## src/rse_pkg.sv

```systemverilog
package rse_pkg;

  localparam int          MAX_DEGREE_DEF = 30;
  localparam int          RESET_DEGREE   = 10;
  localparam int          CFG_W          = 5;
  // low byte of x^8 + x^4 + x^3 + x^2 + 1
  localparam logic [7:0]  FIELD_POLY_LOW = 8'h1D;
  localparam logic [7:0]  ROOT_STEP      = 8'h02;

  typedef struct packed {
    logic gen_init;  // load the starting generator (monic term only)
    logic gen_step;  // multiply generator by (x + root)
    logic shift;     // remainder moves one cell toward the head
    logic clear;     // remainder to zero
  } ctl_t;

  function automatic logic [7:0] gf_mul(input logic [7:0] a, input logic [7:0] b);
    logic [7:0] acc;
    acc = '0;
    for (int i = 7; i >= 0; i--) begin
      acc = {acc[6:0], 1'b0} ^ (acc[7] ? FIELD_POLY_LOW : 8'h00);
      if (b[i]) acc = acc ^ a;
    end
    return acc;
  endfunction

endpackage

```

## src/rse_cell.sv

```systemverilog
module rse_cell (
  input  logic          clk,
  input  rse_pkg::ctl_t ctl,
  input  logic [7:0]    mul_op,
  input  logic          init_one,
  input  logic [7:0]    g_in,
  input  logic [7:0]    r_in,
  output logic [7:0]    g_out,
  output logic [7:0]    r_out
);
  import rse_pkg::*;

  logic [7:0] g;
  logic [7:0] r;
  logic [7:0] prod;

  // one multiplier per cell, shared by generator build and encoding
  assign prod = gf_mul(g, mul_op);

  always_ff @(posedge clk) begin
    if (ctl.gen_init) begin
      g <= init_one ? 8'h01 : 8'h00;
    end else if (ctl.gen_step) begin
      g <= prod ^ g_in;
    end
    if (ctl.clear) begin
      r <= 8'h00;
    end else if (ctl.shift) begin
      r <= r_in ^ prod;
    end
  end

  assign g_out = g;
  assign r_out = r;

endmodule

```

## src/reed_solomon_ecc_encoder.sv

```systemverilog
// Systematic Reed-Solomon parity encoder over GF(256), field polynomial 0x11D.
// Message bytes are taken one per cycle while in_ready is high; the byte with
// is_last set is followed by degree parity bytes, leading byte first, one
// per cycle as out_ready allows, with parity_last on the final one. No message
// byte is taken until the parity run has drained. The remainder lives in a row
// of MAX_DEGREE cells, each with its own GF(256) multiplier, all updated in the
// same cycle. After reset or a cfg_data write (0 reads as 1, above MAX_DEGREE
// as MAX_DEGREE) the generator polynomial is rebuilt in the same cells, in
// ST_INIT and then ST_GEN, during which in_ready is low; a write also drops
// any partial message.
module reed_solomon_ecc_encoder #(
  parameter int MAX_DEGREE = rse_pkg::MAX_DEGREE_DEF
) (
  input  logic                     clk,
  input  logic                     rst,
  input  logic                     cfg_valid,
  output logic                     cfg_ready,
  input  logic [rse_pkg::CFG_W-1:0] cfg_data,
  input  logic                     in_valid,
  output logic                     in_ready,
  input  logic [7:0]               data_byte,
  input  logic                     is_last,
  output logic                     out_valid,
  input  logic                     out_ready,
  output logic [7:0]               parity_byte,
  output logic                     parity_last
);
  import rse_pkg::*;

  localparam int DW   = $clog2(MAX_DEGREE + 1);
  localparam int CMPW = (DW > CFG_W) ? DW : CFG_W;
  localparam int RST_DEG = (RESET_DEGREE > MAX_DEGREE) ? MAX_DEGREE : RESET_DEGREE;

  localparam logic [1:0] ST_INIT = 2'd0;
  localparam logic [1:0] ST_GEN  = 2'd1;
  localparam logic [1:0] ST_RUN  = 2'd2;
  localparam logic [1:0] ST_EMIT = 2'd3;

  logic [1:0]    state;
  logic [DW-1:0] degree;
  logic [DW-1:0] cnt;
  logic [7:0]    root;
  logic [DW-1:0] degree_next;
  logic [CMPW-1:0] cfg_wide;

  logic in_fire;
  logic out_fire;
  logic cfg_fire;
  logic at_end;
  ctl_t ctl;
  logic [7:0] mul_op;

  logic [7:0] g_chain [0:MAX_DEGREE];
  logic [7:0] r_chain [0:MAX_DEGREE];

  assign cfg_ready = 1'b1;
  assign in_ready  = (state == ST_RUN);
  assign out_valid = (state == ST_EMIT);
  assign cfg_fire  = cfg_valid & cfg_ready;
  assign in_fire   = in_valid & in_ready;
  assign out_fire  = out_valid & out_ready;
  assign at_end    = (cnt == degree - DW'(1));

  assign parity_byte = r_chain[0];
  assign parity_last = at_end;

  always_comb begin
    cfg_wide = CMPW'(cfg_data);
    if (cfg_wide == '0) begin
      degree_next = DW'(1);
    end else if (cfg_wide > CMPW'(MAX_DEGREE)) begin
      degree_next = DW'(MAX_DEGREE);
    end else begin
      degree_next = DW'(cfg_wide);
    end
  end

  always_comb begin
    ctl.gen_init = (state == ST_INIT);
    ctl.gen_step = (state == ST_GEN);
    ctl.clear    = (state == ST_INIT);
    ctl.shift    = in_fire | out_fire;
    // emitting shifts with a zero factor, which also leaves the remainder clear
    if (state == ST_GEN) begin
      mul_op = root;
    end else if (in_fire) begin
      mul_op = data_byte ^ r_chain[0];
    end else begin
      mul_op = 8'h00;
    end
  end

  always_ff @(posedge clk) begin
    if (rst) begin
      state  <= ST_INIT;
      degree <= DW'(RST_DEG);
      cnt    <= '0;
    end else if (cfg_fire) begin
      state  <= ST_INIT;
      degree <= degree_next;
      cnt    <= '0;
    end else begin
      case (state)
        ST_INIT: begin
          state <= ST_GEN;
          cnt   <= '0;
        end
        ST_GEN: begin
          if (at_end) begin
            state <= ST_RUN;
            cnt   <= '0;
          end else begin
            cnt <= cnt + DW'(1);
          end
        end
        ST_RUN: begin
          if (in_fire && is_last) begin
            state <= ST_EMIT;
            cnt   <= '0;
          end
        end
        ST_EMIT: begin
          if (out_fire) begin
            if (at_end) begin
              state <= ST_RUN;
              cnt   <= '0;
            end else begin
              cnt <= cnt + DW'(1);
            end
          end
        end
        default: begin
          state <= ST_INIT;
          cnt   <= '0;
        end
      endcase
    end
  end

  always_ff @(posedge clk) begin
    if (state == ST_INIT) begin
      root <= 8'h01;
    end else if (state == ST_GEN) begin
      root <= gf_mul(root, ROOT_STEP);
    end
  end

  assign g_chain[MAX_DEGREE] = 8'h00;
  assign r_chain[MAX_DEGREE] = 8'h00;

  for (genvar j = 0; j < MAX_DEGREE; j++) begin : g_cells
    rse_cell u_cell (
      .clk      (clk),
      .ctl      (ctl),
      .mul_op   (mul_op),
      .init_one (DW'(j) == degree - DW'(1)),
      .g_in     (g_chain[j+1]),
      .r_in     (r_chain[j+1]),
      .g_out    (g_chain[j]),
      .r_out    (r_chain[j])
    );
  end

endmodule

```

## config.mk

```make
export PLATFORM = sky130hd
export DESIGN_NAME = reed_solomon_ecc_encoder
export DESIGN_NICKNAME = d
export VERILOG_FILES = /design/src/rse_pkg.sv /design/src/rse_cell.sv /design/src/reed_solomon_ecc_encoder.sv
export SDC_FILE = /design/constraint.sdc
export NUM_CORES = 2
export LEC_CHECK = 0
export ABC_AREA = 1
export BUFFER_PORTS_ARGS = -buffer_cell sky130_fd_sc_hd__buf_2
export CAP_MARGIN = 20
export CORE_UTILIZATION = 50
export DETAILED_ROUTE_END_ITERATION = 8
export PLACE_DENSITY = 0.66
export SYNTH_ARGS = -nofsm -noshare
export SYNTH_HDL_FRONTEND = slang
export SYNTH_SLANG_ARGS = --single-unit
```

## constraint.sdc

```tcl
create_clock -name clk -period 5.9 [get_ports clk]
set_input_delay 1.18 -clock clk [delete_from_list [all_inputs] [get_ports clk]]
set_output_delay 1.18 -clock clk [all_outputs]
set_load 0.01 [all_outputs]
```

==> impl_results.html <==
<table>
<tr><th>Metric</th><th>Value</th></tr>
<tr><th colspan="2">Yosys</th></tr>
<tr><td>Syn Area/Cell</td><td>between 6 and 7 sq um</td></tr>
<tr><td>Synthesized cell area</td><td>~60000 sq um</td></tr>
<tr><td>Share of flip-flops with an asynchronous set or reset</td><td>0%</td></tr>
<tr><td>Sequential area share after synthesis</td><td>20.08%</td></tr>
<tr><td>Dominant synthesized flop cell</td><td>sky130_fd_sc_hd__dfxtp_1</td></tr>
<tr><td>Dominant cells by area after synthesis</td><td>sky130_fd_sc_hd__nand2_1 23%, sky130_fd_sc_hd__xor2_1 16%, sky130_fd_sc_hd__edfxtp_1 12%, sky130_fd_sc_hd__dfxtp_1 8.4%, sky130_fd_sc_hd__inv_1 7.6%</td></tr>
<tr><td>Post-synth top cells</td><td>3747 x sky130_fd_sc_hd__nand2_1, 1256 x sky130_fd_sc_hd__inv_1, 1133 x sky130_fd_sc_hd__xor2_1</td></tr>
<tr><td>Dominant cell type by area after synthesis</td><td>sky130_fd_sc_hd__nand2_1</td></tr>
<tr><td>Number of distinct library cells after synthesis</td><td>between 50 and 60</td></tr>
<tr><td>Synth warnings</td><td>0</td></tr>
<tr><td>Gate Count Post-Synth</td><td>roughly 10000</td></tr>
<tr><td>Cell with the most instances after synthesis</td><td>sky130_fd_sc_hd__nand2_1</td></tr>
<tr><td>Number of enable-type register cells in the synthesized netlist</td><td>between 200 and 250</td></tr>
<tr><td>Area share of the largest cell type after synthesis</td><td>roughly 23%</td></tr>
<tr><td>Total of flip-flops plus latches after synthesis</td><td>500</td></tr>
<tr><td>Net count after synthesis</td><td>slightly above 10000</td></tr>
<tr><th colspan="2">Die</th></tr>
<tr><td>Area of the die</td><td>around 130000 sq um</td></tr>
<tr><td>Die height</td><td>about 350 um</td></tr>
<tr><td>Initial cell density of the core</td><td>between 50% and 60%</td></tr>
<tr><td>Number of top-level design ports</td><td>31</td></tr>
<tr><td>Horizontal die dimension</td><td>353.6 um</td></tr>
<tr><td>Area of the core</td><td>around 120000 sq um</td></tr>
<tr><td># rows</td><td>approximately 130</td></tr>
<tr><th colspan="2">Min path</th></tr>
<tr><td>Worst hold path endpoint</td><td>root[6]</td></tr>
<tr><td>Hold Path Origin</td><td>root[6]</td></tr>
<tr><td>Worst hold path class</td><td>register to register</td></tr>
<tr><td>Cell depth of the worst hold path</td><td>2</td></tr>
<tr><th colspan="2">Timing</th></tr>
<tr><td>RSZ-0062 raised after global routing</td><td>no</td></tr>
<tr><td>Hold violation count in the final report</td><td>0</td></tr>
<tr><td>Max-Slew Margin vs Limit</td><td>roughly a quarter</td></tr>
<tr><td>Period utilisation layout</td><td>around 80%</td></tr>
<tr><td>Transition at the pin with the smallest max-transition slack</td><td>1.131 ns</td></tr>
<tr><td>Achievable Freq</td><td>207.1 MHz</td></tr>
<tr><td>Final setup violation count</td><td>0</td></tr>
<tr><td>Final max-slew violation count</td><td>0</td></tr>
<tr><td>Largest clock skew in the final design</td><td>0.02503 ns</td></tr>
<tr><td>Min cycle time layout</td><td>around 4.8 ns</td></tr>
<tr><td>Fin Setup TNS</td><td>0 ns</td></tr>
<tr><th colspan="2">CTS</th></tr>
<tr><td>Clock latency on the worst-skew pair</td><td>0.69 ns</td></tr>
<tr><td>CTS H-tree depth</td><td>3</td></tr>
<tr><td>CTS tree</td><td>done</td></tr>
<tr><td>Sinks on Clock Net</td><td>500</td></tr>
<tr><td>Quantity of gates resized following cts</td><td>0</td></tr>
<tr><td>Buffer depth of the longest clock path</td><td>3</td></tr>
<tr><td>Post-CTS setup buffers</td><td>0</td></tr>
<tr><td>Post-CTS Hold Fix Bufs</td><td>0</td></tr>
<tr><td>Num CTS Buffers</td><td>70</td></tr>
<tr><td>Master cell of the clock root buffer</td><td>sky130_fd_sc_hd__clkbuf_16</td></tr>
<tr><td>Clock transition time at the flip-flop clock pins of the worst setup and hold paths</td><td>about 0.060 ns</td></tr>
<tr><th colspan="2">Global routing</th></tr>
<tr><td>Number of global-route vias before repair</td><td>55580</td></tr>
<tr><td>Largest net degree at the start of global routing</td><td>~150</td></tr>
<tr><td>Total routing usage reported by global routing</td><td>approximately 30%</td></tr>
<tr><td>First-pass GRT wire length</td><td>308500 um</td></tr>
<tr><td>Remaining Overflow, GRT</td><td>0</td></tr>
<tr><td>Number of antenna violations at the first check in global routing</td><td>1</td></tr>
<tr><th colspan="2">Critical path</th></tr>
<tr><td>Crit-path max FO</td><td>45</td></tr>
<tr><td>Reg2reg path depth</td><td>21</td></tr>
<tr><td>Crit Reg-Reg Startpoint</td><td>state[1]</td></tr>
<tr><td>Type of origin of the critical path</td><td>register</td></tr>
<tr><td>Data required time of the critical path</td><td>approximately 6.3 ns</td></tr>
<tr><td>Reg-to-reg slack, setup</td><td>~1.1 ns</td></tr>
<tr><td>Type of the worst setup path</td><td>register to register</td></tr>
<tr><td>Setup crit end kind</td><td>register</td></tr>
<tr><td>Endpoint of the lowest-slack register-to-register path</td><td>g_cells[9].u_cell.g_out[5]</td></tr>
<tr><td>Arrival time of data at the critical path endpoint</td><td>around 5.3 ns</td></tr>
<tr><th colspan="2">Pwr</th></tr>
<tr><td>Int Power</td><td>6387 uW</td></tr>
<tr><td>Portion of total power attributed to combinational logic</td><td>3.9%</td></tr>
<tr><td>Cell area power density</td><td>between 100 and 150 nW/um^2</td></tr>
<tr><td>Clock group share of total power</td><td>between 50% and 60%</td></tr>
<tr><td>Worst vdd ir</td><td>0.0001907 V</td></tr>
<tr><td>Power share of the sequential group</td><td>~43%</td></tr>
<tr><td>Net switching component of the power</td><td>roughly 2200 uW</td></tr>
<tr><td>Leakage component of the power</td><td>roughly 0.028 uW</td></tr>
<tr><td>Switching Share</td><td>25.85%</td></tr>
<tr><th colspan="2">Finish</th></tr>
<tr><td>Total of fill cells in the finished design</td><td>around 12000</td></tr>
<tr><td>Area growth syn-to-layout</td><td>4.760%</td></tr>
<tr><td>Total number of nets in the final design</td><td>a little under 10000</td></tr>
<tr><td>Fraction of final layout cells sized beyond drive strength 1</td><td>4.063%</td></tr>
<tr><td>Number of non-filler instances in the completed layout</td><td>about 11000</td></tr>
<tr><th colspan="2">Place</th></tr>
<tr><td>Post-placement cell count</td><td>11360</td></tr>
<tr><td>Weighted congestion at the end of routability-driven global placement</td><td>0.8865</td></tr>
<tr><td>Post-DP HPWL</td><td>about 130000 um</td></tr>
<tr><td>Number of buffer cells added on primary ports</td><td>29</td></tr>
<tr><th colspan="2">Drt</th></tr>
<tr><td>Top layer reached by signal wires</td><td>met5</td></tr>
<tr><td>Overall via count from detail_route</td><td>61230</td></tr>
<tr><td>Met3 Routed Length</td><td>14760 um</td></tr>
<tr><td>Number of remaining DRC errors</td><td>0</td></tr>
<tr><td>Sum of routed wire segments on met1</td><td>approximately 87000 um</td></tr>
<tr><td>Number of detailed-route iterations in the first pass</td><td>6</td></tr>
<tr><td>Violation count after the first detailed-route iteration</td><td>~5400</td></tr>
<tr><td>DRT Wirelength</td><td>a little under 200000 um</td></tr>
<tr><td>Post-DR vias/cell</td><td>between 5 and 6</td></tr>
<tr><td>DR WL met2</td><td>between 80000 and 90000 um</td></tr>
<tr><td>Remaining number of nets flagged by the antenna check after routing</td><td>0</td></tr>
<tr><td>Detailed-route wire length per cell</td><td>between 15 and 20 um</td></tr>
<tr><th colspan="2">Outcome</th></tr>
<tr><td>Status</td><td>finished, final reports clean</td></tr>
<tr><th colspan="2">Run</th></tr>
<tr><td>Reported max-cap violation count</td><td>0</td></tr>
</table>
-- layout by cell type, fill, tap and decap left out, types with 11 or more instances in the layout --
cell type and n:
sky130_fd_sc_hd__nand2_1 3743, sky130_fd_sc_hd__inv_1 1250, sky130_fd_sc_hd__xor2_1 1133, sky130_fd_sc_hd__nand3_1 854
sky130_fd_sc_hd__nor2_1 510, sky130_fd_sc_hd__xnor2_1 442, sky130_fd_sc_hd__o21ai_0 356, sky130_fd_sc_hd__dfxtp_1 260
sky130_fd_sc_hd__a21oi_1 241, sky130_fd_sc_hd__edfxtp_1 240, sky130_fd_sc_hd__nand3b_1 138, sky130_fd_sc_hd__clkbuf_16 77
sky130_fd_sc_hd__xnor2_2 64, sky130_fd_sc_hd__o21bai_1 60, sky130_fd_sc_hd__o21ai_1 52, sky130_fd_sc_hd__buf_4 47
sky130_fd_sc_hd__or2_1 42, sky130_fd_sc_hd__nand2_2 35, sky130_fd_sc_hd__nand4_1 35, sky130_fd_sc_hd__buf_2 29
sky130_fd_sc_hd__or2_2 25, sky130_fd_sc_hd__buf_12 25, sky130_fd_sc_hd__o211ai_1 18, sky130_fd_sc_hd__clkinv_2 13
sky130_fd_sc_hd__o221ai_1 12, sky130_fd_sc_hd__clkbuf_1 11
-- critical path: stages (launching register included) --
cell and delay (ns):
sky130_fd_sc_hd__dfxtp_1 0.83, sky130_fd_sc_hd__nand2_4 0.14, sky130_fd_sc_hd__nor2_8 0.26, sky130_fd_sc_hd__nand2_2 0.14, sky130_fd_sc_hd__nand2_8 0.25, sky130_fd_sc_hd__buf_4 0.53
sky130_fd_sc_hd__nand2_1 0.12, sky130_fd_sc_hd__nand2_1 0.11, sky130_fd_sc_hd__clkinv_1 0.56, sky130_fd_sc_hd__nand3_1 0.38, sky130_fd_sc_hd__nand2_1 0.08, sky130_fd_sc_hd__nand3_1 0.11
sky130_fd_sc_hd__nand2_1 0.08, sky130_fd_sc_hd__nand2_1 0.10, sky130_fd_sc_hd__nand2_2 0.11, sky130_fd_sc_hd__or2_2 0.29, sky130_fd_sc_hd__nand2_1 0.08, sky130_fd_sc_hd__inv_1 0.04
sky130_fd_sc_hd__nand3_1 0.12, sky130_fd_sc_hd__nand3_1 0.09, sky130_fd_sc_hd__nand2_1 0.07, sky130_fd_sc_hd__nor2_1 0.05
-- metrics by stage --
stage | utilization (%) | worst slack (ns) | hold WS, ns | power, uW | area, sq um
floorplan | - | 1.448 | 0.4225 | 3924 | 61820
global placement | 51.01 | 0.7347 | 0.4416 | 4083 | 62330
detailed placement | 51.01 | 0.7149 | 0.4490 | 4085 | 62330
CTS | 52.98 | 1.075 | 0.4592 | 8683 | 64740
global route | 53.00 | 0.8098 | 0.4917 | 8832 | 64760
finish | 53.00 | 1.072 | 0.4574 | 8615 | 64760
-- flip-flops by register name, indices dropped and copies added (netlist names) --
register	count
state	2
degree	5
g_cells.u_cell.g_out	240
cnt	5
g_cells.u_cell.r_out	240
root	8
-- cell families (layout without fill, tap and decap cells) --
| group | count (synthesis) | in the layout | synth area share (%) |
|---|---|---|---|
| AOI/OAI and AO/OA | 778 | 778 | 6.837 |
| xor gates and xnor gates | 1659 | 1659 | 24.68 |
| adders and majority gates | 6 | 6 | 0.1214 |
| buffers and inverters | 1801 | 1497 | 11.89 |
| DFF | 500 | 500 | 20.08 |
| other | 1 | 2 | 0.006066 |
| and+or+nand+nor | 5429 | 5429 | 36.39 |
-- area by class of cell --
cell class                 count  area, sq um  area share, %
tap                         1625         2033          3.139
multi-input combinational   7873        42140          65.08
clock buffer                  95         2064          3.188
timing repair buffer         101        998.5          1.542
antenna                        1        2.502       0.003864
sequential                   500        12410          19.17
clock inverter                35        341.6         0.5274
inverter                    1266         4766          7.359
-- layer usage --
layer  up-vias  GRT usage [%]
li1      30460              -
met1     28290          41.26
met2      2135          50.39
met3       338          3.634
met4         2          10.20
met5         -              0
-- power by group through the flow --
stage / Combinational, uW / Clock, uW / Sequential [uW]
2_1_floorplan: 213 / 0 / 3710
3_3_place_gp: 325 / 0 / 3760
3_5_place_dp: 327 / 0 / 3760
4_1_cts: 328 / 4670 / 3680
5_1_grt: 351 / 4790 / 3690
6_report: 335 / 4600 / 3680
-- how the worst max path moves through the flow --
| stage | from | cells past startpoint | slack (ns) | to |
|---|---|---|---|---|
| 6_report | state[1] | 21 | 1.07 | g_cells[9].u_cell.g_out[5] |
| 3_3_place_gp | in_valid | 22 | 0.73 | g_cells[9].u_cell.g_out[5] |
| 4_1_cts | state[1] | 21 | 1.08 | g_cells[9].u_cell.g_out[5] |
| 3_5_place_dp | in_valid | 22 | 0.71 | g_cells[9].u_cell.g_out[5] |
| 2_1_floorplan | state[1] | 2 | 1.45 | g_cells[0].u_cell.g_out[0] |
| 5_1_grt | state[1] | 20 | 0.81 | g_cells[5].u_cell.g_out[5] |
(Power assumes the default switching activity.)
